===== src/rtl/aifp_pkg.sv =====
// Shared types and constants of the ASCII integer field parser.
`timescale 1ns / 1ps

package aifp_pkg;

    // Parse phase, one-hot.
    typedef enum logic [3:0] {
        PH_SKIP       = 4'b0001,
        PH_PREFIX     = 4'b0010,
        PH_AFTER_ZERO = 4'b0100,
        PH_DIGITS     = 4'b1000
    } phase_t;

    // Base selection codes.
    localparam logic [1:0] BASE_AUTO = 2'd0;
    localparam logic [1:0] BASE_OCT  = 2'd1;
    localparam logic [1:0] BASE_DEC  = 2'd2;
    localparam logic [1:0] BASE_HEX  = 2'd3;

    // Result size codes; any other code keeps all 64 bits.
    localparam logic [1:0] SIZE_16 = 2'd0;
    localparam logic [1:0] SIZE_32 = 2'd1;
    localparam logic [1:0] SIZE_64 = 2'd2;

    // Status codes.
    localparam logic [1:0] ST_CONVERTED = 2'd0;
    localparam logic [1:0] ST_MATCH_ERR = 2'd1;
    localparam logic [1:0] ST_NO_INPUT  = 2'd2;

    // Configuration register indexes.
    localparam logic [1:0] REG_BASE_SELECT  = 2'd0;
    localparam logic [1:0] REG_POINTER_MODE = 2'd1;
    localparam logic [1:0] REG_FIELD_WIDTH  = 2'd2;
    localparam logic [1:0] REG_RESULT_SIZE  = 2'd3;

    // Character codes.
    localparam logic [7:0] CH_HT    = 8'h09;
    localparam logic [7:0] CH_CR    = 8'h0D;
    localparam logic [7:0] CH_SPACE = 8'h20;
    localparam logic [7:0] CH_NBSP  = 8'hA0;
    localparam logic [7:0] CH_PLUS  = 8'h2B;
    localparam logic [7:0] CH_MINUS = 8'h2D;
    localparam logic [7:0] CH_ZERO  = 8'h30;
    localparam logic [7:0] CH_NINE  = 8'h39;
    localparam logic [7:0] CH_UC_A  = 8'h41;
    localparam logic [7:0] CH_UC_F  = 8'h46;
    localparam logic [7:0] CH_LC_A  = 8'h61;
    localparam logic [7:0] CH_LC_F  = 8'h66;
    localparam logic [7:0] CH_UC_X  = 8'h58;
    localparam logic [7:0] CH_LC_X  = 8'h78;

endpackage


===== src/rtl/ascii_integer_field_parser.sv =====
// Top level of the ASCII integer field parser: character stream in, parsed integers out.
`timescale 1ns / 1ps

// The parser takes one character per transfer on the s_ channel and converts one
// integer field at a time, in the manner of a scanf integer conversion. Leading blanks
// (HT through CR, space and 0xA0) are skipped, then an optional sign is taken, and in
// auto base mode a leading "0" selects octal and "0x" or "0X" selects hexadecimal.
// Digits are gathered into an accumulator of VALUE_WIDTH bits that wraps on overflow.
// The field ends at the first character that does not belong to it, at an end of input
// marker, or when the field width is used up; one result transfer then goes out on the
// m_ channel with the value (negated for a minus sign, then cut to 16, 32 or 64 bits),
// a status, and a flag that tells whether the terminating character was consumed. When
// that flag is 0, the character must be presented again as the first one of the next
// field. The whole step for a character (a shift-and-add by the radix, the width count
// and the phase decision) is done by one layer of logic between the state registers,
// so a character can be accepted in every cycle that s_ready allows, and a result appears
// on the m_ channel in the cycle after the character that ends the field. The result
// sits in an output register, and the parser keeps taking characters while the sink
// takes that result in the same cycle. base_select and field_width are sampled at the
// first non-blank character of a field; pointer_mode and result_size are used live.
// Configuration writes are taken in every cycle and are meant for times when no field
// is in progress or a partial field may keep its sampled settings. There is no clearing
// pass after reset.
module ascii_integer_field_parser #(
    parameter int VALUE_WIDTH     = 64,
    parameter int MAX_FIELD_WIDTH = 65535
) (
    input  logic        aclk,
    input  logic        aresetn,

    // Configuration write channel.
    input  logic        cfg_valid,
    output logic        cfg_ready,
    input  logic [1:0]  cfg_index,
    input  logic [15:0] cfg_data,

    // Character input channel.
    input  logic        s_valid,
    output logic        s_ready,
    input  logic [7:0]  s_char_code,
    input  logic        s_end_of_input,

    // Result channel.
    output logic        m_valid,
    input  logic        m_ready,
    output logic [63:0] m_value,
    output logic [1:0]  m_status,
    output logic        m_char_consumed
);

    // Width of the count of field slots left; it must hold MAX_FIELD_WIDTH itself.
    localparam int WLW = $clog2(MAX_FIELD_WIDTH + 1);

    // Configuration registers.
    logic [1:0]  base_select_reg;
    logic        pointer_mode_reg;
    logic [15:0] field_width_reg;
    logic [1:0]  result_size_reg;

    // Field state.
    aifp_pkg::phase_t         phase_reg, phase_next;
    logic [VALUE_WIDTH-1:0]   acc_reg, acc_next;
    logic                     neg_reg, neg_next;
    logic [WLW-1:0]           width_left_reg, width_left_next;
    logic [1:0]               base_reg, base_next;
    logic                     digit_seen_reg, digit_seen_next;
    logic                     space_used_reg, space_used_next;

    // Output register.
    logic        m_valid_reg, m_valid_next;
    logic [63:0] m_value_reg, m_value_next;
    logic [1:0]  m_status_reg, m_status_next;
    logic        m_consumed_reg, m_consumed_next;

    // Step decode.
    logic                   s_fire;
    logic                   emit;
    logic [1:0]             emit_status;
    logic                   emit_consumed;
    logic [WLW-1:0]         width_limit;
    logic [31:0]            field_width_ext;
    logic                   is_blank;
    logic                   is_sign;
    logic                   is_zero;
    logic                   is_x;
    logic [3:0]             digit;
    logic                   digit_ok;
    logic [VALUE_WIDTH-1:0] acc_scaled;
    logic [VALUE_WIDTH-1:0] acc_final;
    logic [VALUE_WIDTH-1:0] value_signed;
    logic [63:0]            value_sized;

    assign cfg_ready = 1'b1;

    // A new character can enter whenever the output register is empty or is being
    // drained in this cycle.
    assign s_ready = !m_valid_reg || m_ready;
    assign s_fire  = s_valid && s_ready;

    assign m_valid         = m_valid_reg;
    assign m_value         = m_value_reg;
    assign m_status        = m_status_reg;
    assign m_char_consumed = m_consumed_reg;

    // A field width of zero, or one beyond the supported maximum, means the maximum.
    assign field_width_ext = 32'(field_width_reg);
    always_comb begin
        if (field_width_ext == 32'd0 || field_width_ext > 32'(MAX_FIELD_WIDTH)) begin
            width_limit = WLW'(MAX_FIELD_WIDTH);
        end else begin
            width_limit = WLW'(field_width_ext);
        end
    end

    // Character classes.
    assign is_blank = (s_char_code >= aifp_pkg::CH_HT && s_char_code <= aifp_pkg::CH_CR)
                      || s_char_code == aifp_pkg::CH_SPACE
                      || s_char_code == aifp_pkg::CH_NBSP;
    assign is_sign  = s_char_code == aifp_pkg::CH_PLUS || s_char_code == aifp_pkg::CH_MINUS;
    assign is_zero  = s_char_code == aifp_pkg::CH_ZERO;
    assign is_x     = s_char_code == aifp_pkg::CH_LC_X || s_char_code == aifp_pkg::CH_UC_X;

    // Combinational step over one character. The flow follows the field grammar:
    // blanks, then sign, then prefix, then digits; one character may pass several of
    // these gates in the same step when an earlier one does not claim it.
    always_comb begin
        logic go_prefix;
        logic go_digit;
        logic hex_letter;

        go_prefix     = 1'b0;
        go_digit      = 1'b0;
        hex_letter    = 1'b0;
        emit          = 1'b0;
        emit_status   = aifp_pkg::ST_CONVERTED;
        emit_consumed = 1'b0;
        digit         = 4'd0;
        digit_ok      = 1'b0;
        acc_scaled    = acc_reg;

        phase_next      = phase_reg;
        acc_next        = acc_reg;
        neg_next        = neg_reg;
        width_left_next = width_left_reg;
        base_next       = base_reg;
        digit_seen_next = digit_seen_reg;
        space_used_next = space_used_reg;

        if (s_end_of_input) begin
            emit = 1'b1;
            if (phase_reg != aifp_pkg::PH_SKIP && digit_seen_reg) begin
                emit_status = aifp_pkg::ST_CONVERTED;
            end else begin
                emit_status = aifp_pkg::ST_NO_INPUT;
            end
        end else begin
            unique case (phase_reg)
                aifp_pkg::PH_SKIP: begin
                    if (!is_blank) begin
                        width_left_next = width_limit;
                        base_next = pointer_mode_reg ? aifp_pkg::BASE_HEX : base_select_reg;
                        if (is_sign) begin
                            neg_next = (s_char_code == aifp_pkg::CH_MINUS);
                            if (width_limit <= WLW'(1)) begin
                                emit          = 1'b1;
                                emit_status   = aifp_pkg::ST_MATCH_ERR;
                                emit_consumed = 1'b1;
                            end else begin
                                width_left_next = width_limit - WLW'(1);
                                phase_next      = aifp_pkg::PH_PREFIX;
                            end
                        end else begin
                            go_prefix = 1'b1;
                        end
                    end
                end
                aifp_pkg::PH_PREFIX: begin
                    go_prefix = 1'b1;
                end
                aifp_pkg::PH_AFTER_ZERO: begin
                    if (is_x) begin
                        base_next       = aifp_pkg::BASE_HEX;
                        digit_seen_next = 1'b0;
                        if (pointer_mode_reg) begin
                            space_used_next = 1'b1;
                        end
                        if (width_left_reg <= WLW'(1)) begin
                            emit          = 1'b1;
                            emit_status   = aifp_pkg::ST_MATCH_ERR;
                            emit_consumed = 1'b1;
                        end else begin
                            width_left_next = width_left_reg - WLW'(1);
                            phase_next      = aifp_pkg::PH_DIGITS;
                        end
                    end else begin
                        if (base_reg == aifp_pkg::BASE_AUTO) begin
                            base_next = aifp_pkg::BASE_OCT;
                        end
                        phase_next = aifp_pkg::PH_DIGITS;
                        go_digit   = 1'b1;
                    end
                end
                aifp_pkg::PH_DIGITS: begin
                    go_digit = 1'b1;
                end
                default: begin
                    phase_next = aifp_pkg::PH_SKIP;
                end
            endcase

            // Prefix: a lone zero in auto or pointer mode may open "0x".
            if (go_prefix) begin
                if ((base_next == aifp_pkg::BASE_AUTO || pointer_mode_reg) && is_zero) begin
                    digit_seen_next = 1'b1;
                    acc_next        = '0;
                    if (width_left_next <= WLW'(1)) begin
                        emit          = 1'b1;
                        emit_status   = aifp_pkg::ST_CONVERTED;
                        emit_consumed = 1'b1;
                    end else begin
                        width_left_next = width_left_next - WLW'(1);
                        phase_next      = aifp_pkg::PH_AFTER_ZERO;
                    end
                end else begin
                    if (pointer_mode_reg) begin
                        base_next = aifp_pkg::BASE_HEX;
                    end else if (base_next == aifp_pkg::BASE_AUTO) begin
                        base_next = aifp_pkg::BASE_DEC;
                    end
                    phase_next = aifp_pkg::PH_DIGITS;
                    go_digit   = 1'b1;
                end
            end

            // Digits of the active base; octal rejects 8 and 9 before they touch the value.
            if (go_digit) begin
                hex_letter = base_next == aifp_pkg::BASE_HEX;
                if (s_char_code >= aifp_pkg::CH_ZERO && s_char_code <= aifp_pkg::CH_NINE) begin
                    digit    = 4'(s_char_code - aifp_pkg::CH_ZERO);
                    digit_ok = !(base_next == aifp_pkg::BASE_OCT && digit[3]);
                end else if (hex_letter && s_char_code >= aifp_pkg::CH_UC_A
                             && s_char_code <= aifp_pkg::CH_UC_F) begin
                    digit    = 4'(s_char_code - aifp_pkg::CH_UC_A + 8'd10);
                    digit_ok = 1'b1;
                end else if (hex_letter && s_char_code >= aifp_pkg::CH_LC_A
                             && s_char_code <= aifp_pkg::CH_LC_F) begin
                    digit    = 4'(s_char_code - aifp_pkg::CH_LC_A + 8'd10);
                    digit_ok = 1'b1;
                end

                // Multiply by the radix as shifts: 8x, 16x, or 8x + 2x.
                unique case (base_next)
                    aifp_pkg::BASE_OCT: acc_scaled = acc_next << 3;
                    aifp_pkg::BASE_HEX: acc_scaled = acc_next << 4;
                    aifp_pkg::BASE_DEC,
                    aifp_pkg::BASE_AUTO: acc_scaled = (acc_next << 3) + (acc_next << 1);
                endcase

                if (digit_ok || (pointer_mode_reg && s_char_code == aifp_pkg::CH_SPACE
                                 && !space_used_next)) begin
                    if (digit_ok) begin
                        acc_next        = acc_scaled + VALUE_WIDTH'(digit);
                        digit_seen_next = 1'b1;
                    end else begin
                        space_used_next = 1'b1;
                    end
                    if (width_left_next <= WLW'(1)) begin
                        emit          = 1'b1;
                        emit_status   = digit_seen_next ? aifp_pkg::ST_CONVERTED
                                                        : aifp_pkg::ST_MATCH_ERR;
                        emit_consumed = 1'b1;
                    end else begin
                        width_left_next = width_left_next - WLW'(1);
                    end
                end else begin
                    emit          = 1'b1;
                    emit_status   = digit_seen_next ? aifp_pkg::ST_CONVERTED
                                                    : aifp_pkg::ST_MATCH_ERR;
                    emit_consumed = 1'b0;
                end
            end
        end

        // Closing a field returns the state to the start of the next one.
        if (emit) begin
            phase_next      = aifp_pkg::PH_SKIP;
            acc_next        = '0;
            neg_next        = 1'b0;
            digit_seen_next = 1'b0;
            space_used_next = 1'b0;
            width_left_next = width_limit;
            base_next       = base_select_reg;
        end
    end

    // The value at emission is the accumulator after this step's digit, if any.
    assign acc_final = digit_ok ? acc_scaled + VALUE_WIDTH'(digit) : acc_reg;

    // Result value: negate, then cut to the selected size. Only a converted field
    // carries a value.
    assign value_signed = neg_reg ? (VALUE_WIDTH'(0) - acc_final) : acc_final;

    always_comb begin
        value_sized = 64'(value_signed);
        unique case (result_size_reg)
            aifp_pkg::SIZE_16: value_sized = {48'd0, value_sized[15:0]};
            aifp_pkg::SIZE_32: value_sized = {32'd0, value_sized[31:0]};
            aifp_pkg::SIZE_64: value_sized = value_sized;
            default:           value_sized = value_sized;
        endcase
    end

    // Output register next values.
    always_comb begin
        m_valid_next    = m_valid_reg;
        m_value_next    = m_value_reg;
        m_status_next   = m_status_reg;
        m_consumed_next = m_consumed_reg;
        if (s_fire) begin
            m_valid_next = emit;
            if (emit) begin
                m_value_next    = (emit_status == aifp_pkg::ST_CONVERTED) ? value_sized : 64'd0;
                m_status_next   = emit_status;
                m_consumed_next = emit_consumed;
            end
        end else if (m_valid_reg && m_ready) begin
            m_valid_next = 1'b0;
        end
    end

    always_ff @(posedge aclk) begin
        if (!aresetn) begin
            base_select_reg  <= aifp_pkg::BASE_DEC;
            pointer_mode_reg <= 1'b0;
            field_width_reg  <= 16'd0;
            result_size_reg  <= aifp_pkg::SIZE_32;
            phase_reg        <= aifp_pkg::PH_SKIP;
            acc_reg          <= '0;
            neg_reg          <= 1'b0;
            width_left_reg   <= '0;
            base_reg         <= aifp_pkg::BASE_DEC;
            digit_seen_reg   <= 1'b0;
            space_used_reg   <= 1'b0;
            m_valid_reg      <= 1'b0;
        end else begin
            if (cfg_valid && cfg_ready) begin
                unique case (cfg_index)
                    aifp_pkg::REG_BASE_SELECT:  base_select_reg  <= cfg_data[1:0];
                    aifp_pkg::REG_POINTER_MODE: pointer_mode_reg <= cfg_data[0];
                    aifp_pkg::REG_FIELD_WIDTH:  field_width_reg  <= cfg_data;
                    aifp_pkg::REG_RESULT_SIZE:  result_size_reg  <= cfg_data[1:0];
                endcase
            end
            if (s_fire) begin
                phase_reg      <= phase_next;
                acc_reg        <= acc_next;
                neg_reg        <= neg_next;
                width_left_reg <= width_left_next;
                base_reg       <= base_next;
                digit_seen_reg <= digit_seen_next;
                space_used_reg <= space_used_next;
            end
            m_valid_reg <= m_valid_next;
        end
    end

    always_ff @(posedge aclk) begin
        m_value_reg    <= m_value_next;
        m_status_reg   <= m_status_next;
        m_consumed_reg <= m_consumed_next;
    end

endmodule

===== config.mk =====
export PLATFORM = sky130hd
export DESIGN_NAME = ascii_integer_field_parser
export DESIGN_NICKNAME = d
export VERILOG_FILES = /design/src/rtl/aifp_pkg.sv /design/src/rtl/ascii_integer_field_parser.sv
export SDC_FILE = /design/constraint.sdc
export NUM_CORES = 1
export LEC_CHECK = 0
export ABC_AREA = 1
export BUFFER_PORTS_ARGS = -buffer_cell sky130_fd_sc_hd__buf_2
export CAP_MARGIN = 20
export CELL_PAD_IN_SITES_DETAIL_PLACEMENT = 0
export CELL_PAD_IN_SITES_GLOBAL_PLACEMENT = 1
export CORE_ASPECT_RATIO = 1.5
export CORE_UTILIZATION = 43
export DETAILED_ROUTE_END_ITERATION = 10
export GPL_ROUTABILITY_DRIVEN = 0
export PLACE_DENSITY_LB_ADDON = 0.1
export SETUP_SLACK_MARGIN = 0.5
export SLEW_MARGIN = 20
export SYNTH_ARGS = -nofsm -noshare
export SYNTH_HDL_FRONTEND = slang
export SYNTH_SLANG_ARGS = --single-unit

===== constraint.sdc =====
create_clock -name aclk -period 9.6 [get_ports aclk]
set_input_delay 1.92 -clock aclk [delete_from_list [all_inputs] [get_ports aclk]]
set_output_delay 1.92 -clock aclk [all_outputs]
set_load 0.02 [all_outputs]

# --- Word level (Yosys, flattened, before mapping) ---
# Index checks and enable logic that the tools add are counted.
# W data, S select, Z words.
word_totals:
  ff_bits: 178
  in_bits: 32
  wordCells: 245
op_classes:
  n_addsub: 13
  n_lt_le_gt_ge: 13
  n_eq_ne: 21
  mux: 140
  reduce_logical: 43
ops:
  columns: ["op", "n"]
  rows:
  - ["$mux W64", 14]
  - ["$mux W16", 16]
  - ["$pmux W64 S3", 1]
  - ["$add A64 B4 Y64", 2]
  - ["$pmux W64 S2", 1]
  - ["$mux W4", 17]
  - ["$add A64 B64 Y64", 1]
  - ["$le A16 B1 Y1 const B", 4]
  - ["$mux W1", 64]
  - ["$sub A1 B64 Y64 const A", 1]
  - ["$sub A16 B1 Y16 const B", 4]
  - ["$mux W2", 20]
  - ["$eq A8 B6 Y1 const B", 4]
  - ["$logic_not A32 Y1", 1]
  - ["$pmux W16 S2", 1]
  - ["$eq A8 B7 Y1 const B", 2]
  - ["$ge A8 B7 Y1 const B", 2]
  - ["$gt A16 B16 Y1 const B", 1]
  - ["$le A8 B7 Y1 const B", 2]
  - ["$logic_and A1 B1 Y1", 13]
  - ["$logic_not A2 Y1", 6]
  - ["$pmux W4 S3", 1]
  - ["$reduce_and A2 Y1", 6]
  - ["$sub A4 B1 Y4 const B", 3]
  - ["22 further kinds", 43]

# --- Logic depth before layout (Yosys ltp) ---
# Gate-level depths: netlist (run 1).
logic_depth:
  ltp_word: 31
  mapped_depth: 50
  mapped_depth_nobuf: 48

# --- Least setup slack after synthesis (run 1) ---
# No wires, ideal clock.
synth_path:
  kind: "input-to-reg"
  start: "input s_char_code[1]"
  end: "register m_value_reg[57], in the netlist m_value[57], data pin"
  setup_ps: 255
  t_arrival_ps: 7515
  setup_slack_ps: 1830
  cell_stages: 43
  path_cell_list: "inv_1 ha_1 inv_1 nor3_2 nand2_1 nand3_4 nand2_1 nand3_1 nand3_2 nand2_1 a21oi_2 nor2_4 buf_6 clkbuf_1 buf_6 clkbuf_1 clkbuf_1 clkbuf_1 [7 not listed] nor2_4 nand3_2 nor2_4 nand2_2 nor2_4 nand3_1 nand3_2 nand2_1 nor2_2 nand3_1 nand2_1 nand2_2 nor2_4 nand2_2 nor2_4 nand3_1 nand2_1 nor2_1"
synth_between:
  elab_chain_len: 31
  elab_cells_between_ends: 128
synth_rtl:
  columns: ["item", "line_no", "text"]
  rows:
  - ["from (decl)", "ascii_integer_field_parser.sv:40", "input logic [7:0] s_char_code,"]
  - ["branches (longest 31 deep; another with $ge A8 B4 Y1)", null, null]
  - ["to (signal assigned)", "ascii_integer_field_parser.sv:368", "m_value_reg <= m_value_next;"]
  - ["to (decl)", "ascii_integer_field_parser.sv:71", "logic [63:0] m_value_reg, m_value_next;"]
# Parallel ways; which one is timed is not known. The select of a mux whose other input is x is not followed.
# A chain may end at the register's enable or synchronous reset.

# --- Worst setup path in the final report (run 1) ---
layout_path:
  start: "input s_char_code[0]"
  end: "register m_value_reg[61], in the netlist m_value[61], data pin"
# Same word-level chain as after synthesis.

==> results.py, run 1 <==
metrics = {
    "timing": {
        "skew_ns": 0.0166,
        "fin_crit_ns": 8.65,
        "report.final.slew_viol_count": 0,
        "whs_ns": 0.489,
        "max-slew-margin-rel_pct": 18.6,
        "rsz0062_at_grt": "false",
        "max_freq_mhz": 116,
        "worst_slew_pin_slew_ns": 1.22,
        "setup_tns_ns": 0,
        "hold_violations": 0,
        "setup_violations": 0,
        "timing.final.crit_share_pct": 90.1,
    },
    "cts": {
        "cts_tree": "yes",
        "worstSkewPairLatency_ns": 0.50,
        "cts_root_buffer": "clkbuf_16",
        "cts_buffers": 17,
        "clk_pin_slew_ns": 0.08,
        "cts_sinks": 178,
        "clockBufferDepth": 2,
        "htree_levels": 4,
    },
    "critical_path": {
        "endpoint_kind": "flop",
        "cp-start-kind": "primary input",
        "slowest_stage": "nor2_2",
        "critical_path_class": "primary input to flop",
        "crit_path_max_incr_delay_ns": 0.43,
        "cp_common_cell": "nand2_1",
        "arrival_ns": 8.90,
        "critPathRequiredTime_ns": 9.85,
        "critPathMaxFanout": 31,
    },
    "floorplanning": {
        "die_h_um": 301,
        "die_x_um": 201,
        "rows": 109,
        "start_util_pct": 43.5,
        "fp.dieArea_sq_mm": 0.0604,
        "ios": 102,
        "core-area_sq_mm": 0.0588,
    },
    "final_layout": {
        "area_growth_pct": 6.93,
        "multiInputGateArea_sq_mm": 0.0180,
        "fin_area_sq_mm": 0.0273,
        "nets": 4806,
        "seq_area_sq_mm": 0.00424,
        "fillers": 6698,
        "drive_above_1_share_pct": 9.06,
        "utilization_pct": 46.5,
    },
    "global_route": {
        "grt_max_degree": 142,
        "grt_use_total_pct": 36.2,
        "globalRouteOverflowTotal": 0,
        "use_met1_pct": 36.9,
        "antenna_found_initial": 10,
        "grt_util_met2_pct": 63.3,
        "grt-busiest-layer": "met2",
        "use_met3_pct": 5.48,
        "grt_pass1_vias": 28700,
        "grt_pass1_wl_mm": 165,
    },
    "route": {
        "viasPerCell": 5.47,
        "totalWireLength_mm": 111,
        "drtIter0Drc": 2171,
        "dr.pass1.iters": 6,
        "post_drt_wl_per_cell_um": 20.2,
        "drc": 0,
        "vias": 30000,
        "ant_nets": 0,
    },
    "synthesis": {
        "syn_inst": 4660,
        "async_flop_share_pct": 0,
        "synth.top_cell.area_share_pct": 19.5,
        "synthesis.nets": 4775,
        "avgSynthCellArea_sq_um": 5.48,
        "yosysWarnings": 0,
        "synth_top_family_by_area": "simple AND/OR/NAND/NOR gates",
        "synth.distinct_cells": 70,
        "synth_compound_area_share_pct": 16.2,
        "synthXorXnorAreaFrac_pct": 2.60,
        "yosys.area_share.adder_pct": 4.15,
        "yosysSeqAreaShare_pct": 16.6,
        "yosys.area_share.simple_pct": 47.1,
        "synthTopCellsByArea": "nand2_1, inv_1, nor2_1, dfxtp_1, edfxtp_1",
        "synth_top_area_cell": "nand2_1",
        "synth_edf_count": 67,
        "synth_flop_cell": "dfxtp_1",
        "syn_area_sq_mm": 0.0256,
        "synth.mux.area_fraction_pct": 0.0392,
        "synth_seq_cells": 178,
    },
    "pwr": {
        "powerDensity_mw_per_mm2": 104,
        "p_leak_nw": 12.8,
        "ir_drop_uv": 148,
    },
    "placed_design": {
        "dp_hpwl_mm": 90.0,
        "portBuffers": 100,
        "dpl_cell_area_sq_mm": 0.0267,
    },
    "run": {
        "maxCapViolCount": 0,
    },
    "min_path": {
        "hold_class": "flop to flop",
    },
    "status": {
        "status": "complete, no violations",
    },
}
-- area by class of cell --
class | instances | area share (%)
flip-flops and latches | 178 | 15.5
diodes | 4 | 0.0366
inverters | 709 | 9.75
repair buffers | 145 | 3.22
well taps | 777 | 3.56
multi-input cells | 3640 | 65.7
clock buffers | 18 | 1.57
clock inverters | 13 | 0.636
-- synth_stat cells (all sizes together) (21+ instances only) --
| master | n |
|---|---|
| nand2 | 1386 |
| inv | 704 |
| nor2 | 700 |
| nand3 | 418 |
| a21oi | 301 |
| o21ai | 243 |
| dfxtp | 111 |
| nand4 | 88 |
| buf | 85 |
| ha | 80 |
| nor3 | 75 |
| edfxtp | 67 |
| o22ai | 65 |
| clkbuf | 48 |
| or2 | 48 |
| xor2 | 46 |
| o211ai | 45 |
| xnor2 | 29 |
| a31oi | 26 |
| o21a | 21 |
-- repair_timing --
action                                 CTS  global route
setup buffers                            0             0
hold buffers                             0             0
gates resized for setup                  0             8
endpoints found under the hold margin    0             0
setup endpoints to repair                0            21
-- kinds of logic (layout without fill, tap and decap cells) --
kind of cell | after synthesis | in the layout
flip-flops | 178 | 178
AO/OA/AOI/OAI | 731 | 731
XOR/XNOR | 75 | 75
AND/OR/NAND/NOR | 2749 | 2749
adder cells (fa/ha/maj) | 83 | 83
other | 1 | 5
multiplexers | 1 | 1
buffers and inverters | 842 | 885
-- routing by layer --
layer  vias up  share of wire, %  routed length [um]
li1      15100                 -                   -
met1     13400                36               39900
met2      1055                48               52900
met3       413               5.6                6180
met4         6                11               11900
met5         -             0.026                  29
-- power breakdown --
group / total [mW] / internal, mW / switching, mW
Sequential: 0.839 / 0.816 / 0.0222
Clock: 0.789 / 0.414 / 0.375
Combinational: 1.21 / 0.320 / 0.889
-- stage by stage --
| step | total power [mW] | cells | worst slack [ns] |
|---|---|---|---|
| 2_1_floorplan | 1.70 | 4660 | 1.83 |
| 3_3_place_gp | 2.03 | 5449 | 0.361 |
| 3_5_place_dp | 2.03 | 5449 | 0.358 |
| 4_1_cts | 2.82 | 5480 | 0.862 |
| 5_1_grt | 2.99 | 5484 | 0.507 |
| 6_report | 2.84 | 5484 | 0.949 |
-- worst paths after layout --
path                   endpoint  cells after the start                from  slack, ns
max                 m_value[61]                     42      s_char_code[0]       0.95
min          base_select_reg[1]                      2  base_select_reg[1]       0.49
min reg2reg  base_select_reg[1]                      2  base_select_reg[1]       0.49
max reg2reg         m_value[61]                     38        phase_reg[0]       1.72
-- critical path: cells and delay by family --
kind            cells  cell delay (ns)
simple gates       31             4.75
compound gates      3             0.79
buf+inv             6             0.77
fa+ha+maj           2             0.63
-- layout by cell type, fill, tap and decap left out, drive strengths merged, types with 2 or more instances in the layout --
cell	instances
xnor2	29
o21a	21
o221ai	6
o22ai	65
a22oi	2
nor2	700
edfxtp	67
buf	145
clkinvlp	3
dfxtp	111
nand3b	10
ha	80
clkbuf	18
o21bai	4
a31oi	26
or2	48
nor3	75
fa	3
o211ai	45
clkinv	7
bufinv	3
a21oi	301
a21boi	5
nand3	418
xor2	46
and2	3
diode	4
o21ai	243
nand2	1386
o2111ai	2
nor3b	3
nand4	88
a221oi	2
inv	709
a211oi	6
nor4	16
No activity file was read; power rests on OpenSTA's default activity.
==> run 2, diff against run 1 <==
Settings changed: ABC_AREA 1 to default.
==> run 2 against run 1 <==
Against the previous run:
- sequential share of layout area decreased by 2.3 points
- register-to-register slack got worse by 0.39 ns
- synthesized cell count decreased by 26%
- wire length rose by 18%
- global-route usage up 9.7 points
- critical path type unchanged
==> results.py, run 2 <==
metrics = {
    "status": {
        "status": "complete, no violations",
    },
    "placed_design": {
        "portBuffers": 100,
        "dp_hpwl_mm": 99.5,
        "dpl_cell_area_sq_mm": 0.0307,
    },
    "route": {
        "viasPerCell": 6.75,
        "vias": 32500,
        "ant_nets": 0,
        "totalWireLength_mm": 131,
        "drc": 0,
        "drtIter0Drc": 3454,
        "post_drt_wl_per_cell_um": 27.2,
        "dr.pass1.iters": 7,
    },
    "final_layout": {
        "layout_commonest_cell": "buf_4",
        "utilization_pct": 57.8,
        "layout_common_cells": "buf_4, nor2_1, nand2_1",
        "area_growth_pct": 33.3,
        "fin_area_sq_mm": 0.0322,
        "nets": 4202,
        "drive_above_1_share_pct": 29.1,
    },
    "cts": {
        "cts_sinks": 178,
        "ctsHoldBuffers": 0,
        "clockBufferDepth": 2,
        "cts_tree": "yes",
        "cts_buffers": 17,
        "worstSkewPairLatency_ns": 0.51,
        "clk_pin_slew_ns": 0.09,
        "htree_levels": 4,
        "cts_root_buffer": "clkbuf_16",
    },
    "synthesis": {
        "synth.distinct_cells": 125,
        "synth_top_area_cell": "dfxtp_1",
        "syn_area_sq_mm": 0.0242,
        "synth_seq_cells": 178,
        "synth_edf_count": 67,
        "synthesis.nets": 3556,
        "ys_top_cells_by_count": "nor2_1, nand2_1, a21oi_1",
        "synth.top_cell.area_share_pct": 9.19,
        "async_flop_share_pct": 0,
        "yosysWarnings": 0,
        "synth_flop_cell": "dfxtp_1",
        "synthTopCellsByArea": "dfxtp_1, edfxtp_1, nor2_1, nand2_1, a21oi_1",
        "avgSynthCellArea_sq_um": 7.02,
        "yosysSeqAreaShare_pct": 17.5,
        "yosysMostFrequentCell": "nor2_1",
        "syn_inst": 3441,
    },
    "pwr": {
        "powerDensity_mw_per_mm2": 76.1,
        "p_leak_nw": 13.0,
        "power_mw": 2.45,
        "ir_drop_uv": 141,
    },
    "run": {
        "maxCapViolCount": 0,
    },
    "critical_path": {
        "crit_path_max_incr_delay_ns": 0.54,
        "cp-start-kind": "primary input",
        "slowest_stage": "a31oi_4",
        "critPathRequiredTime_ns": 9.96,
        "arrival_ns": 9.47,
        "critPathMaxFanout": 7,
        "endpoint_kind": "flop",
        "path_buf_inv": 5,
        "cp_top_family": "simple AND/OR/NAND/NOR gates",
        "critical_path_class": "primary input to flop",
        "r2r_slack_ns": 1.33,
    },
    "min_path": {
        "hold_class": "flop to flop",
    },
    "timing": {
        "setup_tns_ns": 0,
        "setup_violations": 0,
        "worst_slew_pin_slew_ns": 1.14,
        "fin_crit_ns": 9.11,
        "timing.final.crit_share_pct": 94.9,
        "skew_ns": 0.0248,
        "report.final.slew_viol_count": 0,
        "hold_violations": 0,
        "max_freq_mhz": 110,
        "rsz0062_at_grt": "true",
        "max-slew-margin-rel_pct": 23.6,
    },
    "floorplanning": {
        "die_h_um": 292,
        "core-area_sq_mm": 0.0557,
        "fp.dieArea_sq_mm": 0.0572,
        "ios": 102,
        "rows": 106,
        "start_util_pct": 43.4,
        "die_x_um": 196,
    },
    "global_route": {
        "grt_pass1_vias": 31500,
        "grt_max_degree": 85,
        "antenna_found_initial": 11,
        "grt_pass1_wl_mm": 195,
        "grt_use_total_pct": 45.8,
        "globalRouteOverflowTotal": 0,
    },
}
==> run 2: changes by cell type after synthesis, moves of 77 or more <==
cell | before | now
nor2_1 | 644 | 377
inv_1 | 672 | 50
nor3_1 | 68 | 145
clkbuf_1 | 48 | 179
nand2_1 | 1331 | 368
nand3_1 | 394 | 122
and2_1 | 2 | 88
xnor2_1 | 29 | 124
==> run 2: timing repair <==
item / in CTS / in global routing
pin swaps: 0 / 21
gates resized for setup: 8 / 130
gates cloned: 0 / 2
buffers inserted: 0 / 30
setup endpoints to repair: 14 / 52
==> run 2: kinds of logic after synthesis <==
| logic type | share of synthesized area [%] |
|---|---|
| DFF | 17.5 |
| muxes | 3.67 |
| other | 0.0155 |
| and+or+nand+nor | 34.1 |
| xor gates and xnor gates | 7.14 |
| buffers and inverters | 4.94 |
| adders and majority gates | 4.39 |
| AOI/OAI and AO/OA | 28.2 |
==> run 2: report_power, final <==
group / total [mW] / internal (mW) / switching [mW]
clock: 0.777 / 0.371 / 0.407
combinational: 0.837 / 0.283 / 0.554
sequential: 0.838 / 0.810 / 0.0277
==> run 2: cell type report <==
| class | count | area, sq um |
|---|---|---|
| fillers | 5350 | 23500 |
| multi-input cells | 2974 | 19900 |
| repair buffers | 865 | 6370 |
| flip-flops and latches | 178 | 4240 |
| well taps | 702 | 878 |
| clock buffers | 18 | 450 |
| inverters | 51 | 216 |
| clock inverters | 14 | 173 |
| diodes | 7 | 17.5 |
==> run 2: per-layer routing <==
metal	up-vias	share of wire (%)	track usage [%]
li1	14300	-	-
met1	15200	31	41.8
met4	8	14	50.4
met3	983	9.4	17.9
met5	-	0.037	0.0861
met2	2009	46	74.5
==> run 2: final timing paths <==
kind                                      from     endpoint  cells past startpoint
worst max-delay path            s_char_code[0]  m_value[60]                     31
worst min-delay path               acc_reg[63]  acc_reg[63]                      2
worst max register to register    phase_reg[0]  m_value[60]                     28
worst min register to register     acc_reg[63]  acc_reg[63]                      2
==> run 2: through the flow <==
step	hold slack (ns)	setup WS, ns	std cells
after floorplan	0.426	0.0729	3441
after global placement	0.439	-0.162	4737
after detailed placement	0.441	-0.242	4737
after CTS	0.454	0.491	4769
after global routing	0.470	0.293	4803
final	0.453	0.492	4809
==> run 2: worst reg2reg max path, delay by kind of cell, from the launching register on <==
family          cells  cell delay, ns
compound gates      8            2.03
fa+ha+maj           1            0.40
buf+inv             3            0.65
flops               1            0.49
simple gates       16            4.57
